`src/rtl/core/sm4mac_pkg.sv`:
```
// Package: SM4 constants, S-box and round functions for the CBC-MAC unit.
package sm4mac_pkg;

  localparam int unsigned Rounds = 32;
  localparam int unsigned RkAw   = 5;
  localparam logic [7:0]  PadByte = 8'h80;
  localparam logic [4:0]  BlockBytes = 5'h10;

  localparam logic [7:0] SBOX [256] = '{
    8'hd6,8'h90,8'he9,8'hfe,8'hcc,8'he1,8'h3d,8'hb7,8'h16,8'hb6,8'h14,8'hc2,8'h28,8'hfb,8'h2c,8'h05,
    8'h2b,8'h67,8'h9a,8'h76,8'h2a,8'hbe,8'h04,8'hc3,8'haa,8'h44,8'h13,8'h26,8'h49,8'h86,8'h06,8'h99,
    8'h9c,8'h42,8'h50,8'hf4,8'h91,8'hef,8'h98,8'h7a,8'h33,8'h54,8'h0b,8'h43,8'hed,8'hcf,8'hac,8'h62,
    8'he4,8'hb3,8'h1c,8'ha9,8'hc9,8'h08,8'he8,8'h95,8'h80,8'hdf,8'h94,8'hfa,8'h75,8'h8f,8'h3f,8'ha6,
    8'h47,8'h07,8'ha7,8'hfc,8'hf3,8'h73,8'h17,8'hba,8'h83,8'h59,8'h3c,8'h19,8'he6,8'h85,8'h4f,8'ha8,
    8'h68,8'h6b,8'h81,8'hb2,8'h71,8'h64,8'hda,8'h8b,8'hf8,8'heb,8'h0f,8'h4b,8'h70,8'h56,8'h9d,8'h35,
    8'h1e,8'h24,8'h0e,8'h5e,8'h63,8'h58,8'hd1,8'ha2,8'h25,8'h22,8'h7c,8'h3b,8'h01,8'h21,8'h78,8'h87,
    8'hd4,8'h00,8'h46,8'h57,8'h9f,8'hd3,8'h27,8'h52,8'h4c,8'h36,8'h02,8'he7,8'ha0,8'hc4,8'hc8,8'h9e,
    8'hea,8'hbf,8'h8a,8'hd2,8'h40,8'hc7,8'h38,8'hb5,8'ha3,8'hf7,8'hf2,8'hce,8'hf9,8'h61,8'h15,8'ha1,
    8'he0,8'hae,8'h5d,8'ha4,8'h9b,8'h34,8'h1a,8'h55,8'had,8'h93,8'h32,8'h30,8'hf5,8'h8c,8'hb1,8'he3,
    8'h1d,8'hf6,8'he2,8'h2e,8'h82,8'h66,8'hca,8'h60,8'hc0,8'h29,8'h23,8'hab,8'h0d,8'h53,8'h4e,8'h6f,
    8'hd5,8'hdb,8'h37,8'h45,8'hde,8'hfd,8'h8e,8'h2f,8'h03,8'hff,8'h6a,8'h72,8'h6d,8'h6c,8'h5b,8'h51,
    8'h8d,8'h1b,8'haf,8'h92,8'hbb,8'hdd,8'hbc,8'h7f,8'h11,8'hd9,8'h5c,8'h41,8'h1f,8'h10,8'h5a,8'hd8,
    8'h0a,8'hc1,8'h31,8'h88,8'ha5,8'hcd,8'h7b,8'hbd,8'h2d,8'h74,8'hd0,8'h12,8'hb8,8'he5,8'hb4,8'hb0,
    8'h89,8'h69,8'h97,8'h4a,8'h0c,8'h96,8'h77,8'h7e,8'h65,8'hb9,8'hf1,8'h09,8'hc5,8'h6e,8'hc6,8'h84,
    8'h18,8'hf0,8'h7d,8'hec,8'h3a,8'hdc,8'h4d,8'h20,8'h79,8'hee,8'h5f,8'h3e,8'hd7,8'hcb,8'h39,8'h48
  };

  localparam logic [31:0] FK0 = 32'ha3b1bac6;
  localparam logic [31:0] FK1 = 32'h56aa3350;
  localparam logic [31:0] FK2 = 32'h677d9197;
  localparam logic [31:0] FK3 = 32'hb27022dc;

  function automatic logic [31:0] tau(input logic [31:0] a);
    return {SBOX[a[31:24]], SBOX[a[23:16]], SBOX[a[15:8]], SBOX[a[7:0]]};
  endfunction

  function automatic logic [31:0] rotl(input logic [31:0] x, input int unsigned n);
    return (x << n) | (x >> (32 - n));
  endfunction

  function automatic logic [31:0] round_lin(input logic [31:0] a);
    logic [31:0] b;
    b = tau(a);
    return b ^ rotl(b, 2) ^ rotl(b, 10) ^ rotl(b, 18) ^ rotl(b, 24);
  endfunction

  function automatic logic [31:0] key_lin(input logic [31:0] a);
    logic [31:0] b;
    b = tau(a);
    return b ^ rotl(b, 13) ^ rotl(b, 23);
  endfunction

  // CK byte j of round i is ((4i+j)*7) mod 256
  function automatic logic [31:0] ck_word(input logic [RkAw-1:0] i);
    logic [7:0] b0;
    b0 = {1'b0, i, 2'b00} * 8'd7;
    return {b0, b0 + 8'd7, b0 + 8'd14, b0 + 8'd21};
  endfunction

  typedef struct packed {
    logic start;   // expand keys first
    logic [127:0] blk;
  } sm4mac_req_t;

endpackage

```
`src/rtl/core/sm4_cbc_mac_unit.sv`:
```
// Top level: SM4 CBC-MAC with padding method 2, stream in/out and APB config.
// Usage:
//   in_*  : one 16-byte block per beat. tdata = {valid_bytes, data_low, data_high}
//           packed from bit 0; tlast marks the message tail (0..16 bytes).
//   out_* : one MAC beat per message, tdata = {mac_low, mac_high}.
//   cfg_* : key_high @0x00, key_low @0x08, iv_high @0x10, iv_low @0x18.
// Throughput: one block at a time. An ordinary block passes through the round
// engine (the accept, a read-ahead of round key 0 and 32 rounds, one round key
// read from the key memory each round) and then a chaining step, and the next
// beat is taken only after that. The first block of a message first runs the
// key schedule, which writes all 32 round keys into the same memory. A full
// 16-byte tail runs the engine twice.
// After the last beat, the MAC is registered in the cycle the chaining value
// would be, once the tail block (and for a full tail, the padding block) is
// through the engine.
// Reset clears control state; the key memory holds nothing useful until the
// first message expands it. A stalled receiver holds the MAC in the output
// register; body blocks are still taken while the MAC waits, but a tail beat
// is held off until the earlier MAC is taken.
module sm4_cbc_mac_unit import sm4mac_pkg::*; (
  input  logic         clk,
  input  logic         rst_n,
  input  logic         in_tvalid,
  output logic         in_tready,
  input  logic [135:0] in_tdata,   // data_high[63:0], data_low[127:64], valid_bytes[132:128]
  input  logic         in_tlast,   // last
  output logic         out_tvalid,
  input  logic         out_tready,
  output logic [127:0] out_tdata,  // mac_high[63:0], mac_low[127:64]
  input  logic         cfg_psel,
  input  logic         cfg_penable,
  input  logic         cfg_pwrite,
  input  logic [4:0]   cfg_paddr,
  input  logic [63:0]  cfg_pwdata,
  output logic [63:0]  cfg_prdata,
  output logic         cfg_pready
);

  typedef enum logic [1:0] {T_IDLE, T_RUN, T_PAD} state_t;

  logic [63:0] key_hi_r, key_lo_r, iv_hi_r, iv_lo_r;
  logic [127:0] cv_r, keyl_r;
  logic in_msg_r, last_r, out_valid_r;
  logic [127:0] out_r;
  state_t state_r;
  // remembers that a full tail still owes a padding block
  logic full_pend_r;

  logic go, expand, done;
  logic [127:0] blk, res, tail, pad_mask, data_in;
  logic [4:0] n;

  // config
  assign cfg_pready = 1'b1;
  always_ff @(posedge clk) begin
    if (!rst_n) begin
      key_hi_r <= '0; key_lo_r <= '0; iv_hi_r <= '0; iv_lo_r <= '0;
    end else if (cfg_psel && cfg_penable && cfg_pwrite) begin
      case (cfg_paddr[4:3])
        2'd0: key_hi_r <= cfg_pwdata;
        2'd1: key_lo_r <= cfg_pwdata;
        2'd2: iv_hi_r  <= cfg_pwdata;
        2'd3: iv_lo_r  <= cfg_pwdata;
        default: ;
      endcase
    end
  end
  always_comb begin
    case (cfg_paddr[4:3])
      2'd0: cfg_prdata = key_hi_r;
      2'd1: cfg_prdata = key_lo_r;
      2'd2: cfg_prdata = iv_hi_r;
      default: cfg_prdata = iv_lo_r;
    endcase
  end

  // tail masking: keep bytes below n, XOR 0x80 at byte n (big-endian order)
  assign data_in = {in_tdata[63:0], in_tdata[127:64]};
  assign n = (in_tdata[132:128] > BlockBytes) ? BlockBytes : in_tdata[132:128];
  always_comb begin
    pad_mask = '0;
    tail = '0;
    for (int i = 0; i < 16; i++) begin
      if (5'(i) < n) tail[127-8*i -: 8] = data_in[127-8*i -: 8];
      if (5'(i) == n) pad_mask[127-8*i -: 8] = PadByte;
    end
  end

  wire in_fire = in_tvalid && in_tready;
  wire full_tail = in_tlast && (n == BlockBytes);
  wire [127:0] cv_src = in_msg_r ? cv_r : {iv_hi_r, iv_lo_r};

  assign in_tready = (state_r == T_IDLE) && !(out_valid_r && in_tlast);
  assign go = in_fire || (state_r == T_PAD);
  assign expand = in_fire && !in_msg_r;
  assign blk = (state_r == T_PAD) ? (cv_r ^ {PadByte, 120'd0}) :
               (!in_tlast || full_tail) ? (cv_src ^ data_in) :
               (cv_src ^ tail ^ pad_mask);

  always_ff @(posedge clk) begin
    if (in_fire && !in_msg_r) keyl_r <= {key_hi_r, key_lo_r};
  end

  sm4mac_core u_core (
    .clk, .rst_n, .go, .expand,
    .key(expand ? {key_hi_r, key_lo_r} : keyl_r),
    .blk, .done, .res
  );

  always_ff @(posedge clk) begin
    if (!rst_n) begin
      state_r <= T_IDLE;
      in_msg_r <= 1'b0;
      last_r <= 1'b0;
      out_valid_r <= 1'b0;
    end else begin
      if (out_valid_r && out_tready) out_valid_r <= 1'b0;
      case (state_r)
        T_IDLE: begin
          if (in_fire) begin
            in_msg_r <= 1'b1;
            last_r <= in_tlast;
            state_r <= T_RUN;
          end
        end
        T_RUN: begin
          if (done) begin
            cv_r <= res;
            if (last_r && full_pend_r) begin
              state_r <= T_PAD;
            end else begin
              state_r <= T_IDLE;
              if (last_r) begin
                out_r <= res;
                out_valid_r <= 1'b1;
                in_msg_r <= 1'b0;
              end
            end
          end
        end
        T_PAD: begin
          state_r <= T_RUN;
        end
        default: state_r <= T_IDLE;
      endcase
    end
  end

  always_ff @(posedge clk) begin
    if (!rst_n) begin
      full_pend_r <= 1'b0;
    end else if (in_fire) begin
      full_pend_r <= full_tail;
    end else if (state_r == T_PAD) begin
      full_pend_r <= 1'b0;
    end
  end

  assign out_tvalid = out_valid_r;
  assign out_tdata  = {out_r[63:0], out_r[127:64]};

endmodule

```
`src/rtl/core/sm4mac_core.sv`:
```
// SM4 round engine: key expansion and encryption, round keys held in a memory.
module sm4mac_core import sm4mac_pkg::*; (
  input  logic         clk,
  input  logic         rst_n,
  input  logic         go,        // start one block
  input  logic         expand,    // run key schedule before the block
  input  logic [127:0] key,
  input  logic [127:0] blk,
  output logic         done,
  output logic [127:0] res
);

  typedef enum logic [1:0] {S_IDLE, S_KEY, S_PRE, S_ENC} state_t;

  logic [31:0] rk_mem [Rounds];
  logic [31:0] rk_rd_r;
  state_t      state_r;
  logic [RkAw-1:0] cnt_r;
  logic [31:0] x0_r, x1_r, x2_r, x3_r;
  logic [127:0] blk_r;
  logic        done_r;

  logic [31:0] knew, xnew;
  logic [RkAw-1:0] rd_addr;
  logic        wr_en;

  assign knew = x0_r ^ key_lin(x1_r ^ x2_r ^ x3_r ^ ck_word(cnt_r));
  assign xnew = x0_r ^ round_lin(x1_r ^ x2_r ^ x3_r ^ rk_rd_r);
  assign wr_en = (state_r == S_KEY);
  assign rd_addr = (state_r == S_ENC) ? cnt_r + 1'b1 : '0;

  always_ff @(posedge clk) begin
    if (wr_en) begin
      rk_mem[cnt_r] <= knew;
    end
    rk_rd_r <= rk_mem[rd_addr];
  end

  always_ff @(posedge clk) begin
    if (!rst_n) begin
      state_r <= S_IDLE;
      cnt_r   <= '0;
      done_r  <= 1'b0;
    end else begin
      done_r <= 1'b0;
      case (state_r)
        S_IDLE: begin
          if (go) begin
            blk_r <= blk;
            cnt_r <= '0;
            if (expand) begin
              {x0_r, x1_r, x2_r, x3_r} <= key ^ {FK0, FK1, FK2, FK3};
              state_r <= S_KEY;
            end else begin
              state_r <= S_PRE;
            end
          end
        end
        S_KEY: begin
          {x0_r, x1_r, x2_r, x3_r} <= {x1_r, x2_r, x3_r, knew};
          cnt_r <= cnt_r + 1'b1;
          if (cnt_r == RkAw'(Rounds - 1)) begin
            state_r <= S_PRE;
          end
        end
        S_PRE: begin
          // round key 0 read is in flight
          {x0_r, x1_r, x2_r, x3_r} <= blk_r;
          cnt_r <= '0;
          state_r <= S_ENC;
        end
        S_ENC: begin
          {x0_r, x1_r, x2_r, x3_r} <= {x1_r, x2_r, x3_r, xnew};
          cnt_r <= cnt_r + 1'b1;
          if (cnt_r == RkAw'(Rounds - 1)) begin
            state_r <= S_IDLE;
            done_r  <= 1'b1;
          end
        end
        default: state_r <= S_IDLE;
      endcase
    end
  end

  assign done = done_r;
  assign res  = {x3_r, x2_r, x1_r, x0_r};

endmodule

```
`config.mk`:
```
export PLATFORM = sky130hd
export DESIGN_NAME = sm4_cbc_mac_unit
export DESIGN_NICKNAME = d
export VERILOG_FILES = /design/src/rtl/core/sm4mac_pkg.sv /design/src/rtl/core/sm4_cbc_mac_unit.sv /design/src/rtl/core/sm4mac_core.sv
export SDC_FILE = /design/constraint.sdc
export NUM_CORES = 2
export LEC_CHECK = 0
export BUFFER_PORTS_ARGS = -buffer_cell sky130_fd_sc_hd__buf_2
export CORE_MARGIN = 2
export CORE_UTILIZATION = 50
export DETAILED_ROUTE_END_ITERATION = 12
export PLACE_DENSITY = 0.67
export SYNTH_ARGS = -nofsm -noshare
export SYNTH_HDL_FRONTEND = slang
export SYNTH_SLANG_ARGS = --single-unit
export TNS_END_PERCENT = 10
```
`constraint.sdc`:
```
create_clock -name clk -period 13.8 [get_ports clk]
set_clock_uncertainty 0.2 [all_clocks]
set_input_delay 2.76 -clock clk [delete_from_list [all_inputs] [get_ports clk]]
set_output_delay 2.76 -clock clk [all_outputs]
set_load 0.03 [all_outputs]
```
======== After elaboration in Yosys (flattened, before gate mapping) ========
Memory sizes are Yosys's and may differ from the RTL's. A register that Yosys moved wholly into a read port is not among the register bits.
Index checks and enable logic that the tools add are counted.
storage, ports and cells
  register bits ........................... 910
  latch bits .............................. 0
  memory bits (writable) .................. 1024
  bits in read-only memories .............. 16384
  input port bits ......................... 213
  output and inout port bits .............. 195
  logic and storage cells ................. 251
  memories kept ........................... 9
memory list
  name              words  bits a word  rd ports  clocked after memory_dff  write ports  line              source
  (name not given)  256    8            1         0                         0            sm4mac_pkg.sv:34  return {SBOX[a[31:24]], SBOX[a[23:16]], SBOX[a[15:8]], SBOX[a[7:0]]};
  (name not given)  256    8            1         0                         0            sm4mac_pkg.sv:34
  (name not given)  256    8            1         0                         0            sm4mac_pkg.sv:34
  (name not given)  256    8            1         0                         0            sm4mac_pkg.sv:34
  (name not given)  256    8            1         0                         0            sm4mac_pkg.sv:34
  (name not given)  256    8            1         0                         0            sm4mac_pkg.sv:34
  3 more memories   n/a    n/a          n/a       n/a                       n/a          n/a
cells by class
  $add $sub $neg .......................... 4
  multipliers ............................. 1
  divide/modulo/power cells ............... 0
  $lt $le $gt $ge ......................... 25
  equal/unequal tests ..................... 33
  shifts and indexed selects .............. 0
  muxes and demuxes ....................... 93
  bitwise operators ....................... 32
  reductions and logical operators ........ 34
operators by type and width
  kind                                                                  number
  128-bit two-way mux                                                   4
  8-bit two-way mux                                                     48
  128-bit XOR                                                           3
  32-bit XOR                                                            12
  32-bit one-hot mux with 3 select lines                                3
  32-bit two-way mux                                                    8
  64-bit one-hot mux with 3 select lines                                1
  32-bit one-hot mux with 4 select lines                                1
  9-bit greater-or-equal comparator, second input constant              8
  8-bit NOT with 9-bit output                                           8
  64-bit NOT                                                            1
  4-bit by 5-bit equality test with 1-bit output, first input constant  8
  4-bit by 5-bit < comparator with 1-bit output, first input constant   8
  32-bit by 10-bit bitwise OR with 32-bit output                        1
  32-bit by 13-bit bitwise OR with 32-bit output                        1
  32-bit by 18-bit bitwise OR with 32-bit output                        1
  32-bit by 2-bit bitwise OR with 32-bit output                         1
  32-bit by 23-bit bitwise OR with 32-bit output                        1
  32-bit by 24-bit bitwise OR with 32-bit output                        1
  3-bit by 5-bit equality test with 1-bit output, first input constant  4
  3-bit by 5-bit < comparator with 1-bit output, first input constant   4
  5-bit two-way mux                                                     3
  5-bit one-hot mux with 3 select lines                                 1
  1-bit two-way mux                                                     14
  other kinds (30)                                                      77

======== Longest topological paths before layout ========
  depth in word-level cells ............... 14
  depth in mapped cells ................... 20
  mapped depth without buffers ............ 17

======== Cells and area by module ========
From an unflattened synthesis, not the netlist that was laid out.
unflattened totals
  cell total of the unflattened synthesis .. 10371
  area, all modules ....................... 109822.8 µm²
by module, submodules not included
  module            instances  cells an instance  area an instance (µm²)  sequential area each (µm²)
  sm4mac_core       1          7450               81230.4                 39237.6
  sm4_cbc_mac_unit  1          2921               28592.4                 15494.9

======== Least setup slack after synthesis ========
No wires, ideal clock.
  kind .................................... input port to flip-flop
  start point ............................. in in_tlast
  end point ............................... reg u_core.x0_r[0], enable pin
  library setup time ...................... 0.810 ns
  data arrival time ....................... 14.176 ns
  required time ........................... 12.790 ns
  setup slack ............................. -1.386 ns
  cell stages on the path ................. 7
  buffers on the path ..................... 3
  path through ............................ a211oi_1 -> nand2_1 -> or2_2 -> clkbuf_1 -> clkbuf_1 -> clkbuf_1 -> a21boi_0
on the way
  cells in the longest elaborated chain, start to end .. 7
  elaborated cells on any way between the ends .. 9
  classes of those cells .................. eq/ne: 2; reduce/logical: 7
RTL lines
  what                                                          line                                            source
  start, declared                                               sm4_cbc_mac_unit.sv:26                          input logic in_tlast,
  1-bit logical AND (*)                                         sm4_cbc_mac_unit.sv:93                          assign in_tready = (state_r == T_IDLE) && !(out_valid_r && in_tlast);
  1-bit zero test (*)                                           sm4_cbc_mac_unit.sv:93
  1-bit logical AND (*)                                         sm4_cbc_mac_unit.sv:93
  1-bit logical AND (*)                                         sm4_cbc_mac_unit.sv:89                          wire in_fire = in_tvalid && in_tready;
  1-bit logical AND / 1-bit logical OR (equally long branches)  sm4_cbc_mac_unit.sv:95, sm4_cbc_mac_unit.sv:94
  2-bit inequality test (no source line)                        n/a
  3-bit AND reduction (no source line) (*)                      n/a
  end signal, assigned                                          sm4mac_core.sv:52                               {x0_r, x1_r, x2_r, x3_r} <= key ^ {FK0, FK1, FK2, FK3};
  end signal, assigned                                          sm4mac_core.sv:60                               {x0_r, x1_r, x2_r, x3_r} <= {x1_r, x2_r, x3_r, knew};
  end signal, assigned                                          sm4mac_core.sv:68                               {x0_r, x1_r, x2_r, x3_r} <= blk_r;
  end, declared                                                 sm4mac_core.sv:19                               logic [31:0] x0_r, x1_r, x2_r, x3_r;
Every way passes the cells marked *; elsewhere a longest branch is shown, timed or not.
A chain may end at the register's enable or synchronous reset.

======== Final worst setup path ========
  start point ............................. in cfg_paddr[4]
  end point ............................... out cfg_prdata[7]
on the way
  cells in the longest elaborated chain, start to end .. 2
  elaborated cells on any way between the ends .. 4
  classes of those cells .................. eq/ne: 2; mux: 1; reduce/logical: 1
RTL lines
  what                                               line                    source
  start, declared                                    sm4_cbc_mac_unit.sv:33  input logic [4:0] cfg_paddr,
  2-bit equality test, or another cell as far along  sm4_cbc_mac_unit.sv:69  case (cfg_paddr[4:3])
  64-bit one-hot mux with 3 select lines (*)         sm4_cbc_mac_unit.sv:69
  end, declared                                      sm4_cbc_mac_unit.sv:35  output logic [63:0] cfg_prdata,
Marks and branches as above.

==> impl_metrics.env <==
export IMPL_grt_antenna_before_repair=65
export IMPL_multiInputGateArea_sq_mm=0.0518
export IMPL_area_delta_synth_final_pct=11.1
export IMPL_ys_top_cells_by_count="nand2_1 (1708), edfxtp_1 (1536), clkbuf_1 (684)"
export IMPL_timing_setup_tns_ps=0
export IMPL_cts_setup_buffers=0
export IMPL_overflow=0
export IMPL_fillers=18300
export IMPL_worstPathRequired_ps=10840
export IMPL_cells_after_synthesis=10300
export IMPL_pin_count_of_the_biggest_net_entering_global_routing=193
export IMPL_totalWireLength_mm=477
export IMPL_timing_hold_violations_final=0
export IMPL_drt_pre_antenna_iters=7
export IMPL_max_cap_viol_count=0
export IMPL_postSynth_asyncResetShare=0
export IMPL_setup_violations_final=0
export IMPL_layout_drive_gt1_share=0.148
export IMPL_final_nets=10600
export IMPL_min_delay_path_class="flop to flop"
export IMPL_synth_most_common_cell="nand2_1"
export IMPL_cp_slowest_cell="buf_4"
export IMPL_gr_usage_met1=0.540
export IMPL_worst_path_largest_cell_delay_ps=840
export IMPL_slew_headroom=0.107
export IMPL_report_final_slew_viol_count=0
export IMPL_end_kind="primary output"
export IMPL_tritoncts="done"
export IMPL_buffers_added_on_ports=400
export IMPL_floorplan_rows=171
export IMPL_critical_path_max_fanout=48
export IMPL_area_sequential_sq_mm=0.0547
export IMPL_synth_yosys_seq_area_share=0.500
export IMPL_dr_total_vias=96100
export IMPL_synth_top_cells_by_area="edfxtp_1 (42%), dfxtp_1 (7.9%), nand2_1 (5.9%)"
export IMPL_globalRoute_busiestLayer="met2"
export IMPL_io_pins=408
export IMPL_pin_slew_with_the_least_headroom_to_its_limit_ps=1330
export IMPL_grt_setup_unrepaired="no"
export IMPL_timing_final_crit_share=0.601
export IMPL_clk_pin_slew_ps=60
export IMPL_numClockSinks=1966
export IMPL_floorplan_initialDensity=0.503
export IMPL_first_global_vias=89000
export IMPL_vias_per_cell=7.21
export IMPL_synth_area_sq_mm=0.109
export IMPL_groute_layer_met3_usage=0.121
export IMPL_drc=0
export IMPL_place_detailed_hpwl_mm=307
export IMPL_max_clock_path_buffers=3
export IMPL_timing_critical_path_cells="buf_4 -> buf_4 -> mux4_2 -> buf_2"
export IMPL_postRouteAntennaNets=0
export IMPL_root_buffer="clkbuf_16"
export IMPL_design_die_area_sq_mm=0.223
export IMPL_netlist_cell_type_count=96
export IMPL_fmax_mhz=121
export IMPL_number_of_synthesis_warnings=0
export IMPL_grt_usage=0.414
export IMPL_wl_per_instance_microns=35.8
export IMPL_detail_route_iter0_violations=16400
export IMPL_synth_top_cell_area_share=0.422
export IMPL_grt_pass1_wl_mm=670
export IMPL_routabilityCongestion=1.01
export IMPL_ctsHtreeMaxLevel=4
export IMPL_synth_edf_count=1536
export IMPL_chipHeight_microns=472
export IMPL_floorplan_die_width_microns=472
export IMPL_synth_top_cell_by_area="edfxtp_1"
export IMPL_groute_layer_met2_usage=0.608
export IMPL_critical_path_startpoint_type="input port"
export IMPL_timing_setup_critical_path_class="input port to primary output"
export IMPL_holdBufCountCts=0
export IMPL_syn_num_nets=10600
export IMPL_postSynthRegisterBits=1966
export IMPL_clock_insertion_delay_worst_skew_ps=940
export IMPL_placeableCoreArea_sq_mm=0.217
export IMPL_synth_ff_type="edfxtp_1"
export IMPL_tritoncts_buffers=198
export IMPL_cpMostUsedCell="buf_4"
export IMPL_syn_mean_instance_area_sq_um=10.6
export IMPL_post_cts_resized=0
export IMPL_arrival_ps=5330
export IMPL_run_status="completed"
export IMPL_fin_crit_ps=8290
-- critical path: cells and delay by family --
family	cells	cell delay, ps
buffers and inverters	3	1740
multiplexers	1	730
-- cell families after synthesis --
logic type,count (synthesis),share of synthesized area
other,1,0.0000343
buffers and inverters,1041,0.0380
and+or+nand+nor,2932,0.112
DFF,1966,0.500
adders and majority gates,137,0.0164
AOI/OAI and AO/OA,3181,0.205
xor gates and xnor gates,494,0.0494
muxes,541,0.0796
-- state kept, by name, summed over array words and instances (netlist names), 5 cells and up --
signal / flops
cv_r: 128
iv_hi_r: 64
iv_lo_r: 64
key_hi_r: 64
key_lo_r: 64
keyl_r: 128
out_r: 128
u_core.blk_r: 128
u_core.cnt_r: 5
u_core.rk_mem: 1024
u_core.rk_rd_r: 32
u_core.x0_r: 32
u_core.x1_r: 32
u_core.x2_r: 32
u_core.x3_r: 32
-- layout by cell type, fill, tap and decap left out, types with 39 or more instances in the layout --
master,netlist,layout
a211oi_1,142,141
a21boi_0,267,266
a21oi_1,564,564
a221oi_1,192,192
a311oi_1,82,82
a31oi_1,186,186
a32oi_1,39,39
buf_2,157,397
buf_4,9,336
clkbuf_1,684,59
clkbuf_16,0,199
dfxtp_1,430,427
edfxtp_1,1536,1536
ha_1,127,123
inv_1,60,58
mux2_2,40,40
mux2i_1,242,242
mux4_2,259,259
nand2_1,1708,1701
nand3_1,202,201
nor2_1,590,556
nor3_1,161,160
o2111ai_1,53,53
o211ai_1,129,129
o21ai_0,486,486
o221ai_1,210,210
o22ai_1,188,188
o2bb2ai_1,131,131
o311ai_0,102,101
xnor2_1,309,246
xnor2_2,14,63
xnor3_1,49,49
xor2_1,98,88
-- final timing paths --
kind	startpoint	to	slack, ps	cells past startpoint
min reg2reg	keyl_r[88]	keyl_r[88]	250	2
min	keyl_r[88]	keyl_r[88]	250	2
max reg2reg	u_core.x3_r[17]	u_core.x3_r[19]	5630	19
max	cfg_paddr[4]	cfg_prdata[7]	5510	4
-- per-stage QoR --
stage | setup WS [ps] | util | std cells | area [sq um] | hold WS, ps
after global placement | 5580 | 0.529 | 12900 | 115000 | 227
after floorplan | 1980 | - | 10300 | 109000 | 212
final | 5510 | 0.559 | 13300 | 122000 | 247
after CTS | 5590 | 0.559 | 13300 | 122000 | 247
after global routing | 5450 | 0.559 | 13300 | 122000 | 263
after detailed placement | 5600 | 0.529 | 12900 | 115000 | 231
-- final cells by class --
class                      count  share of cell area
timing repair buffer         738              0.0378
multi-input combinational   7286               0.426
inverter                      80             0.00253
tap                         2854              0.0294
clock buffer                 273              0.0445
clock inverter               104             0.00924
antenna                       33            0.000679
sequential                  1966               0.450
-- layer usage --
layer  vias up  wire length, microns
met5         -                   163
met4        24                 35800
met3      1532                 62200
met2      7410                205000
met1     47500                173000
li1      39600                     -
Power is not shown: default switching activity piles up to over one toggle a cycle in this logic, so the estimate is an artifact.
